$ cat config.mk
export PLATFORM = sky130hd
export DESIGN_NAME = ofsd_front
export DESIGN_NICKNAME = d
export VERILOG_FILES = /design/src/rtl/core/ofsd_pkg.sv /design/src/rtl/core/ofsd_front.sv
export SDC_FILE = /design/constraint.sdc
export NUM_CORES = 1
export LEC_CHECK = 0
export BUFFER_PORTS_ARGS = -buffer_cell sky130_fd_sc_hd__buf_2
export CORE_MARGIN = 2
export CORE_UTILIZATION = 37
export CTS_BUF_LIST = sky130_fd_sc_hd__clkbuf_8
export CTS_CLUSTER_DIAMETER = 50
export DETAILED_ROUTE_END_ITERATION = 12
export GPL_ROUTABILITY_DRIVEN = 1
export GPL_TIMING_DRIVEN = 0
export PLACE_DENSITY = 0.78
export SLEW_MARGIN = 10
export SYNTH_ARGS = -nofsm -noshare
export SYNTH_HDL_FRONTEND = slang
export SYNTH_SLANG_ARGS = --single-unit
$ cat constraint.sdc
create_clock -name i_clk -period 1.6 [get_ports i_clk]
set_input_delay 0.32 -clock i_clk [delete_from_list [all_inputs] [get_ports i_clk]]
set_output_delay 0.32 -clock i_clk [all_outputs]
set_load 0.02 [all_outputs]
$ cat src/rtl/core/ofsd_pkg.sv
// ============================================================================
// ofsd_pkg: shared types and constants
// Record, queue entry, queue status and back-end state types used by the
// filtered descending sort unit.
// ============================================================================
package ofsd_pkg;

    localparam int ID_W          = 16;
    localparam int DAYS_W        = 16;
    localparam int BOOKS_W       = 4;
    localparam int DEF_MAX_ENTRIES = 64;

    localparam logic [DAYS_W-1:0] THRESHOLD_RESET = 16'd7;

    // Two-entry queue between the front and the back.
    localparam int QDEPTH  = 2;
    localparam int QPTR_W  = 1;
    localparam int QFILL_W = 2;

    typedef struct packed {
        logic [ID_W-1:0]   id;
        logic [DAYS_W-1:0] days;
        logic              keep;
        logic              last;
    } t_qentry;

    typedef struct packed {
        logic full;
        logic empty;
    } t_queue_status;

    typedef enum logic [1:0] {
        ST_LOAD,
        ST_DRAIN,
        ST_EMPTY
    } t_back_state;

endpackage

$ cat src/rtl/core/ofsd_front.sv
// ============================================================================
// ofsd_front: request intake and filter
// Holds the threshold register, takes requests while the queue has room and
// marks each record as kept or dropped before it enters the queue.
// ============================================================================
module ofsd_front
    import ofsd_pkg::*;
(
    input  logic                i_clk,
    input  logic                i_rst_n,
    input  logic                i_cfg_valid,
    output logic                o_cfg_ready,
    input  logic [DAYS_W-1:0]   i_cfg_data,
    input  logic                start,
    output logic                busy,
    input  logic [ID_W-1:0]     i_reader_id,
    input  logic [BOOKS_W-1:0]  i_books_on_loan,
    input  logic [DAYS_W-1:0]   i_overdue_days,
    input  logic                i_last_in,
    input  t_queue_status       i_q_status,
    output logic                o_push,
    output t_qentry             o_entry
);

    logic [DAYS_W-1:0] r_threshold;
    logic [DAYS_W-1:0] n_threshold;

    assign o_cfg_ready = 1'b1;
    assign busy        = i_q_status.full;
    assign o_push      = start && !i_q_status.full;

    always_comb begin
        n_threshold = r_threshold;
        if (i_cfg_valid && o_cfg_ready) begin
            n_threshold = i_cfg_data;
        end
    end

    always_ff @(posedge i_clk) begin
        if (!i_rst_n) begin
            r_threshold <= THRESHOLD_RESET;
        end else begin
            r_threshold <= n_threshold;
        end
    end

    always_comb begin
        o_entry.id   = i_reader_id;
        o_entry.days = i_overdue_days;
        o_entry.keep = (i_books_on_loan != '0) && (i_overdue_days > r_threshold);
        o_entry.last = i_last_in;
    end

endmodule

==> flow_summary.ini <==
[cts]
cts_tree = built
cts_buffer_depth = 2
cts_inserted_buffers = 3
htreeDepth = 1
cts_sinks = 16
clkLatencyLatePin_ps = 240
clock_tree.root_cell = clkbuf_8
path_clk_slew_ps = 60

[synth]
synth_nets = 220
syn-instance-count = 145
synthTopCellsByArea = dfxtp_1, buf_4, ha_1
synth_cell_types = 22
synth.top_cell.area_share = 0.251
synth_seq_cells = 16
synth_warnings = 0
yosysSeqAreaShare = 0.251
syn_area_sq_um = 1280
synth_top_area_cell = dfxtp_1
synth_area_per_cell_sq_um = 8.80

[placed_design]
placed_area_sq_um = 1710
place.gp.congestion = 0.753
port_buffers = 75
dp_hpwl_microns = 2150
dpl.cell_count = 266
place_ws_ps = -463

[floorplan]
row_count = 21
core_area_sq_um = 3340
ios = 96
die_area_sq_um = 3940
start_util = 0.382
die_x_microns = 62.7
die_h_microns = 62.7

[pwr]
powerDensity_nw_per_um2 = 645
irDropWorstVdd_v = 0.000591
p_leak_uw = 0.000986

[finish]
multi_input_area_sq_um = 717
nNetsFinal = 304
layout_common_cells = buf_2, buf_4, nor2b_1, mux2i_1
fin_cells = 274
final_common_cell = buf_2
n_antenna_cell = 0
drive_gt1_frac = 0.614
reg.largest.list = r_threshold x16
syn2layout_area_growth_pct = 49.3
seq_area_sq_um = 325
largest_register_ffs = 16
largest_register = r_threshold
fill_cells = 303
utilization = 0.571
fin_area_sq_um = 1910

[sta]
setup-violations-final = 1
clock.fmax_mhz = 446
min_period_ps = 2240
fin_skew_ps = 0
rsz0062_at_grt = yes
min_period_over_period = 1.40
setup_slack_ps = -642
tns_ps = -642
hold_violations = 0
maxSlewViolCount = 0

[critical_path]
critPathMaxFanout = 3
worstSetupStartpointType = flip-flop
critPathTopFamily = simple AND/OR/NAND/NOR gates
endpoint_kind = output port
critPathKind = flip-flop to output port
cp_slowest_cell = dfxtp_2
cp_data_arrival_time_ps = 1920
path_cells = inv_2, ha_4, nand4_1, inv_1, a221oi_2, or2_1, a211oi_2, buf_4
crit_buf_inv = 3
cp_data_required_time_ps = 1280
critPathMaxStageDelay_ps = 330

[detailed_routing]
avgViaCountPerCell = 4.21
post_drt_wl_per_cell_microns = 9.98
drt_pass1_iterations = 4
routed_wirelength_microns = 2740
drtIter0Drc = 10
drc = 0
antenna_left = 0
vias = 1153

[flow_run]
max_cap_viol_count = 0

[global_routing]
overflow = 0
grt_max_degree = 11
grt_pass1_vias = 994
grt_first_pass_wirelength_microns = 4120
antenna_found_initial = 0
grt_usage = 0.129

[outcome]
violations = negative setup slack
outcome = finished, violations left

[hold_path]
hp-class = input pin to flip-flop
-- layout make-up --
type	instances	share of cell area
Sequential cell	16	0.171
Multi-Input combinational cell	74	0.376
Inverter	17	0.0335
Clock buffer	4	0.0289
Timing Repair Buffer	79	0.214
Tap cell	46	0.0302
Buffer	38	0.146
-- path summary, 6_finish.rpt --
path / start / end / slack [ps] / cells after the start
worst max-delay path: r_threshold[10] / o_entry[1] / -640 / 8
worst min-delay path: i_cfg_data[0] / r_threshold[0] / 290 / 3
worst max register to register: r_threshold[11] / r_threshold[11] / 880 / 3
worst min register to register: r_threshold[5] / r_threshold[5] / 520 / 2
-- tightest hold or removal path: cells and delay by family --
family                 cells  cell delay [ps]
and+or+nand+nor            1               60
buffers and inverters      1               70
muxes                      1               50
-- per-layer routing --
metal  part of all wire  vias up  GRT usage
li1                   -      614          -
met3              0.062        4     0.0288
met2               0.48       44      0.224
met4              0.011        0     0.0333
met5                  0        -          0
met1               0.45      491      0.159
-- stage by stage --
step	total power [uW]	hold WS [ps]
2_1_floorplan	709	446
3_3_place_gp	827	486
3_5_place_dp	835	496
4_1_cts	1220	288
5_1_grt	1300	289
6_report	1230	292
-- cells in the mapped netlist --
| master | instances |
|---|---|
| buf_2 | 1 |
| nor4_1 | 2 |
| clkbuf_1 | 1 |
| o211ai_1 | 3 |
| o21ai_1 | 1 |
| nor2b_2 | 1 |
| or2_1 | 1 |
| ha_1 | 16 |
| nand4_1 | 4 |
| nand3_1 | 2 |
| conb_1 | 1 |
| a2111oi_2 | 1 |
| nor2b_1 | 14 |
| a211oi_2 | 1 |
| a21oi_1 | 5 |
| a221oi_1 | 1 |
| nand2_1 | 6 |
| buf_4 | 36 |
| inv_1 | 17 |
| mux2i_1 | 14 |
| dfxtp_1 | 16 |
| a211oi_1 | 1 |
-- where the power goes --
| part | switching (uW) | internal [uW] | total [uW] |
|---|---|---|---|
| registers | 12.5 | 424 | 437 |
| clock network | 128 | 218 | 346 |
| logic | 216 | 230 | 446 |
| total | 357 | 872 | 1230 |
-- repair_timing --
item	4_1_cts	5_1_grt
pin swaps	9	8
setup buffers	2	2
hold buffers	0	0
setup endpoints to repair	1	1
gates resized for setup	16	4
-- kinds of logic (layout without fill, tap and decap cells) --
group                      count (synthesis)  in the layout  share of synthesized area
AOI/OAI and AO/OA                         13             13                     0.0755
adders and majority gates                 16             16                      0.157
buffers and inverters                     55            138                      0.269
DFF                                       16             16                      0.251
muxes                                     14             14                      0.110
other                                      1              1                    0.00294
and+or+nand+nor                           30             30                      0.135
(Power assumes the default switching activity.)
