[config.mk]
export PLATFORM = sky130hd
export DESIGN_NAME = ofsd_queue
export DESIGN_NICKNAME = d
export VERILOG_FILES = /design/src/rtl/core/ofsd_pkg.sv /design/src/rtl/core/ofsd_queue.sv
export SDC_FILE = /design/constraint.sdc
export NUM_CORES = 1
export LEC_CHECK = 0
export ABC_CLOCK_PERIOD_IN_PS = 5050
export BUFFER_PORTS_ARGS = -buffer_cell sky130_fd_sc_hd__buf_2
export CAP_MARGIN = 20
export CORE_ASPECT_RATIO = 1.4
export CORE_UTILIZATION = 58
export CTS_BUF_LIST = sky130_fd_sc_hd__clkbuf_8
export DETAILED_ROUTE_END_ITERATION = 10
export GPL_TIMING_DRIVEN = 0
export PLACE_DENSITY = 0.87
export SLEW_MARGIN = 15
export SYNTH_ARGS = -nofsm -noshare
export SYNTH_HDL_FRONTEND = slang
export SYNTH_SLANG_ARGS = --single-unit
[constraint.sdc]
create_clock -name i_clk -period 5.05 [get_ports i_clk]
set_input_delay 0 -clock i_clk [delete_from_list [all_inputs] [get_ports i_clk]]
set_output_delay 0 -clock i_clk [all_outputs]
set_load 0.05 [all_outputs]
[src/rtl/core/ofsd_pkg.sv]
// ============================================================================
// ofsd_pkg: shared types and constants
// Record, queue entry, queue status and back-end state types used by the
// filtered descending sort unit.
// ============================================================================
package ofsd_pkg;

    localparam int ID_W          = 16;
    localparam int DAYS_W        = 16;
    localparam int BOOKS_W       = 4;
    localparam int DEF_MAX_ENTRIES = 64;

    localparam logic [DAYS_W-1:0] THRESHOLD_RESET = 16'd7;

    // Two-entry queue between the front and the back.
    localparam int QDEPTH  = 2;
    localparam int QPTR_W  = 1;
    localparam int QFILL_W = 2;

    typedef struct packed {
        logic [ID_W-1:0]   id;
        logic [DAYS_W-1:0] days;
        logic              keep;
        logic              last;
    } t_qentry;

    typedef struct packed {
        logic full;
        logic empty;
    } t_queue_status;

    typedef enum logic [1:0] {
        ST_LOAD,
        ST_DRAIN,
        ST_EMPTY
    } t_back_state;

endpackage

[src/rtl/core/ofsd_queue.sv]
// ============================================================================
// ofsd_queue: short request queue
// Two-entry first-in first-out queue that decouples intake from the sorter.
// ============================================================================
module ofsd_queue
    import ofsd_pkg::*;
(
    input  logic          i_clk,
    input  logic          i_rst_n,
    input  logic          i_push,
    input  t_qentry       i_entry,
    input  logic          i_pop,
    output t_qentry       o_entry,
    output t_queue_status o_status
);

    t_qentry             r_mem [QDEPTH];
    logic [QPTR_W-1:0]   r_wr_ptr;
    logic [QPTR_W-1:0]   r_rd_ptr;
    logic [QFILL_W-1:0]  r_fill;
    logic [QPTR_W-1:0]   n_wr_ptr;
    logic [QPTR_W-1:0]   n_rd_ptr;
    logic [QFILL_W-1:0]  n_fill;

    assign o_status.full  = (r_fill == QFILL_W'(QDEPTH));
    assign o_status.empty = (r_fill == '0);
    assign o_entry        = r_mem[r_rd_ptr];

    always_comb begin
        n_wr_ptr = r_wr_ptr;
        n_rd_ptr = r_rd_ptr;
        n_fill   = r_fill;
        if (i_push) begin
            n_wr_ptr = r_wr_ptr + 1'b1;
        end
        if (i_pop) begin
            n_rd_ptr = r_rd_ptr + 1'b1;
        end
        if (i_push && !i_pop) begin
            n_fill = r_fill + 1'b1;
        end else if (!i_push && i_pop) begin
            n_fill = r_fill - 1'b1;
        end
    end

    always_ff @(posedge i_clk) begin
        if (!i_rst_n) begin
            r_wr_ptr <= '0;
            r_rd_ptr <= '0;
            r_fill   <= '0;
        end else begin
            r_wr_ptr <= n_wr_ptr;
            r_rd_ptr <= n_rd_ptr;
            r_fill   <= n_fill;
        end
    end

    always_ff @(posedge i_clk) begin
        if (i_push) begin
            r_mem[r_wr_ptr] <= i_entry;
        end
    end

endmodule

==> flow_summary_export.csv <==
group,metric,value,unit
logic_synthesis,yosys_warnings,0,
placement,gp_congestion,0.6266,
clock_network,cts_root_buf,"clkbuf_8",
global_routing,grt_pass1_wl,8514,um
logic_synthesis,synthCells,128,
routing,route.detailed.drc,0,
global_routing,grt_max_degree,35,
clock_network,post_cts_resize_count,0,
setup_path,path_class,"reg -> out",
floorplan,die_w,59.36,um
timing,post-route-period-util,0.3308,
setup_path,r2r_setup_slack,3530,ps
routing,drt.antenna.violating_nets,0,
timing,rsz0062_at_grt,"no",
setup_path,arrival,1670,ps
logic_synthesis,ys_seq_area_frac,0.8019,
timing,hold_slack,25.77,ps
floorplan,io_pins,74,
min_path,holdPathEnd,"r_rd_ptr$_SDFFE_PN0P_",
routing,via_per_inst,5.169,
placement,placedCellCount,262,
global_routing,grt_pass1_vias,1763,
clock_network,cts.sinks,73,
power_and_ir_drop,power_leakage,1.427,nW
routing,post_drt_wl_per_cell,18.82,um
status,outcome,"finished clean",
timing,tightestPinTransition,823.8,ps
clock_network,clkTransAtPathRegs,70,ps
clock_network,cts_tree,"done",
logic_synthesis,syn_area_per_cell,20.87,sq um
setup_path,crit_path_max_fanout,10,
finish,drive_above_1_share,0.5020,
finish,final_common_cell,"buf_2",
clock_network,cts_setup_buffers,0,
placement,place_hpwl,3055,um
logic_synthesis,synth_cell_types,17,
logic_synthesis,syn_nets,167,
setup_path,r2r_end,"r_mem[1][33]$_DFFE_PP_",
setup_path,required,5050,ps
routing,vias,1618,
min_path,whs_path_depth,3,
timing,setup_slack,3379,ps
setup_path,cp_cell_sequence,"buf_2, buf_4, mux2_2, buf_2",
global_routing,antenna_found_initial,0,
timing,slew_headroom,0.4508,
power_and_ir_drop,peakVddDrop,0.0003324,V
setup_path,timing.rr.start,"r_wr_ptr$_SDFFE_PN0P_",
setup_path,r2r_cells,1,
setup_path,end_kind,"output port",
setup_path,worst_path_max_delay_cell,"mux2_2",
logic_synthesis,ys_ff_latch,73,
clock_network,cts_buffer_depth,2,
floorplan,rows,28,
setup_path,startpoint_type,"register",
power_and_ir_drop,powerDensity,367.2,nW/um^2
setup_path,cpMostUsedCell,"buf_2",
timing,drv_slew,0,
setup_path,cpPeakStageDelay,360,ps
timing,finalHoldViolations,0,
floorplan,dieArea,4885,sq um
finish,layout_common_cells,"buf_2 (74), edfxtp_1 (68), dlygate4sd3_1 (35)",
clock_network,cts_hold_buf,35,
routing,routed_wl,5891,um
routing,drt_iter0_drc,52,
floorplan,die_y,82.30,um
routing,drt_pass1_iterations,4,
clock_network,cts_made_buffers,9,
finish,syn_to_final_growth,36.72,%
min_path,hold_class,"in -> reg",
timing,fin_crit,1671,ps
run,cap_violations,0,
timing,fin_tns_setup,0,ps
finish,diodes,0,
timing,setup_viol,0,
clock_network,htreeDepth,3,
placement,numPortBuffers,73,
finish,nNetsFinal,287,
finish,layoutNonFillerInstCount,313,
logic_synthesis,synthesis.area,2671,sq um
global_routing,grt-ovfl-total,0,
global_routing,grt.total_usage,0.2635,
timing,clock_skew,8.096,ps
min_path,min_from,"i_pop",
floorplan,coreArea,4309,sq um
clock_network,clkLatencyLatePin,330,ps
placement,dpl_worst_slack,3551,ps
timing,max_freq,598.5,MHz
floorplan,initial_core_util,0.6199,
-- sequential cells by signal (all words and copies together) (netlist names), named ones only --
name      cells
r_fill        2
r_mem        68
r_rd_ptr      1
r_wr_ptr      1
-- worst max-delay path: cells and delay by family (launching register included) --
kind,cells,cell delay [ps]
buf+inv,3,620
flops,1,340
mux,1,360
-- synth_stat cells (all sizes together) --
master,number,share of area
buf,4,0.010
inv,1,0.0014
o21a,1,0.0028
and2,4,0.0094
a21boi,1,0.0028
ha,1,0.0047
xnor2,1,0.0033
dfxtp,5,0.037
and2b,1,0.0033
nor2b,2,0.0047
mux2,34,0.14
nor2,1,0.0014
or3,1,0.0023
xor2,2,0.0066
o21ai,1,0.0019
edfxtp,68,0.76
-- per-stage QoR --
step,utilization,total power [mW],cell area [sq um]
floorplan,-,0.8971,2671
global placement,0.7221,0.9480,3112
detailed placement,0.7305,0.9609,3148
CTS,0.8476,1.334,3652
global route,0.8476,1.379,3652
finish,0.8476,1.341,3652
-- cells by family (layout without fill, tap and decap cells) --
| logic type | count (synthesis) | after routing | synth area share |
|---|---|---|---|
| simple gates | 9 | 9 | 0.02108 |
| flops | 73 | 73 | 0.8019 |
| buf+inv | 5 | 130 | 0.01171 |
| fa+ha+maj | 1 | 1 | 0.004683 |
| compound gates | 3 | 3 | 0.007494 |
| xor+xnor | 3 | 3 | 0.009838 |
| mux | 34 | 34 | 0.1433 |
-- report_power, final --
| part | internal (mW) | total [mW] | switching, mW |
|---|---|---|---|
| sequential | 0.697 | 0.710 | 0.0124 |
| clock | 0.169 | 0.365 | 0.196 |
| combinational | 0.0914 | 0.267 | 0.175 |
-- metal layers --
| layer | vias up | GRT usage | part of all wire |
|---|---|---|---|
| li1 | 736 | - | - |
| met1 | 793 | 0.2331 | 0.32 |
| met2 | 67 | 0.5101 | 0.59 |
| met3 | 22 | 0.04984 | 0.036 |
| met4 | 0 | 0.1857 | 0.046 |
| met5 | - | 0 | 0 |
-- worst max-delay path by stage --
stage                     startpoint  slack, ps  depth (start not counted)                endpoint
6_report                    register       3380                          4              o_entry[9]
5_1_grt                     register       3310                          4              o_entry[9]
4_1_cts                     register       3440                          4             o_entry[11]
3_5_place_dp   r_wr_ptr$_SDFFE_PN0P_       3550                          1  r_mem[1][30]$_DFFE_PP_
3_3_place_gp   r_wr_ptr$_SDFFE_PN0P_       2180                          1  r_mem[0][25]$_DFFE_PP_
2_1_floorplan  r_wr_ptr$_SDFFE_PN0P_       2760                          1   r_mem[0][0]$_DFFE_PP_
-- area by class of cell --
cell class | instances | area [sq um]
buffer | 4 | 27.53
clock buffer | 9 | 123.9
clock inverter | 7 | 30.03
fill | 213 | 656.9
inverter | 1 | 3.754
multi-input combinational | 50 | 506.7
sequential | 73 | 2142
tap | 60 | 75.07
timing repair buffer | 109 | 743.2
Power figures use the tool's default switching activity.
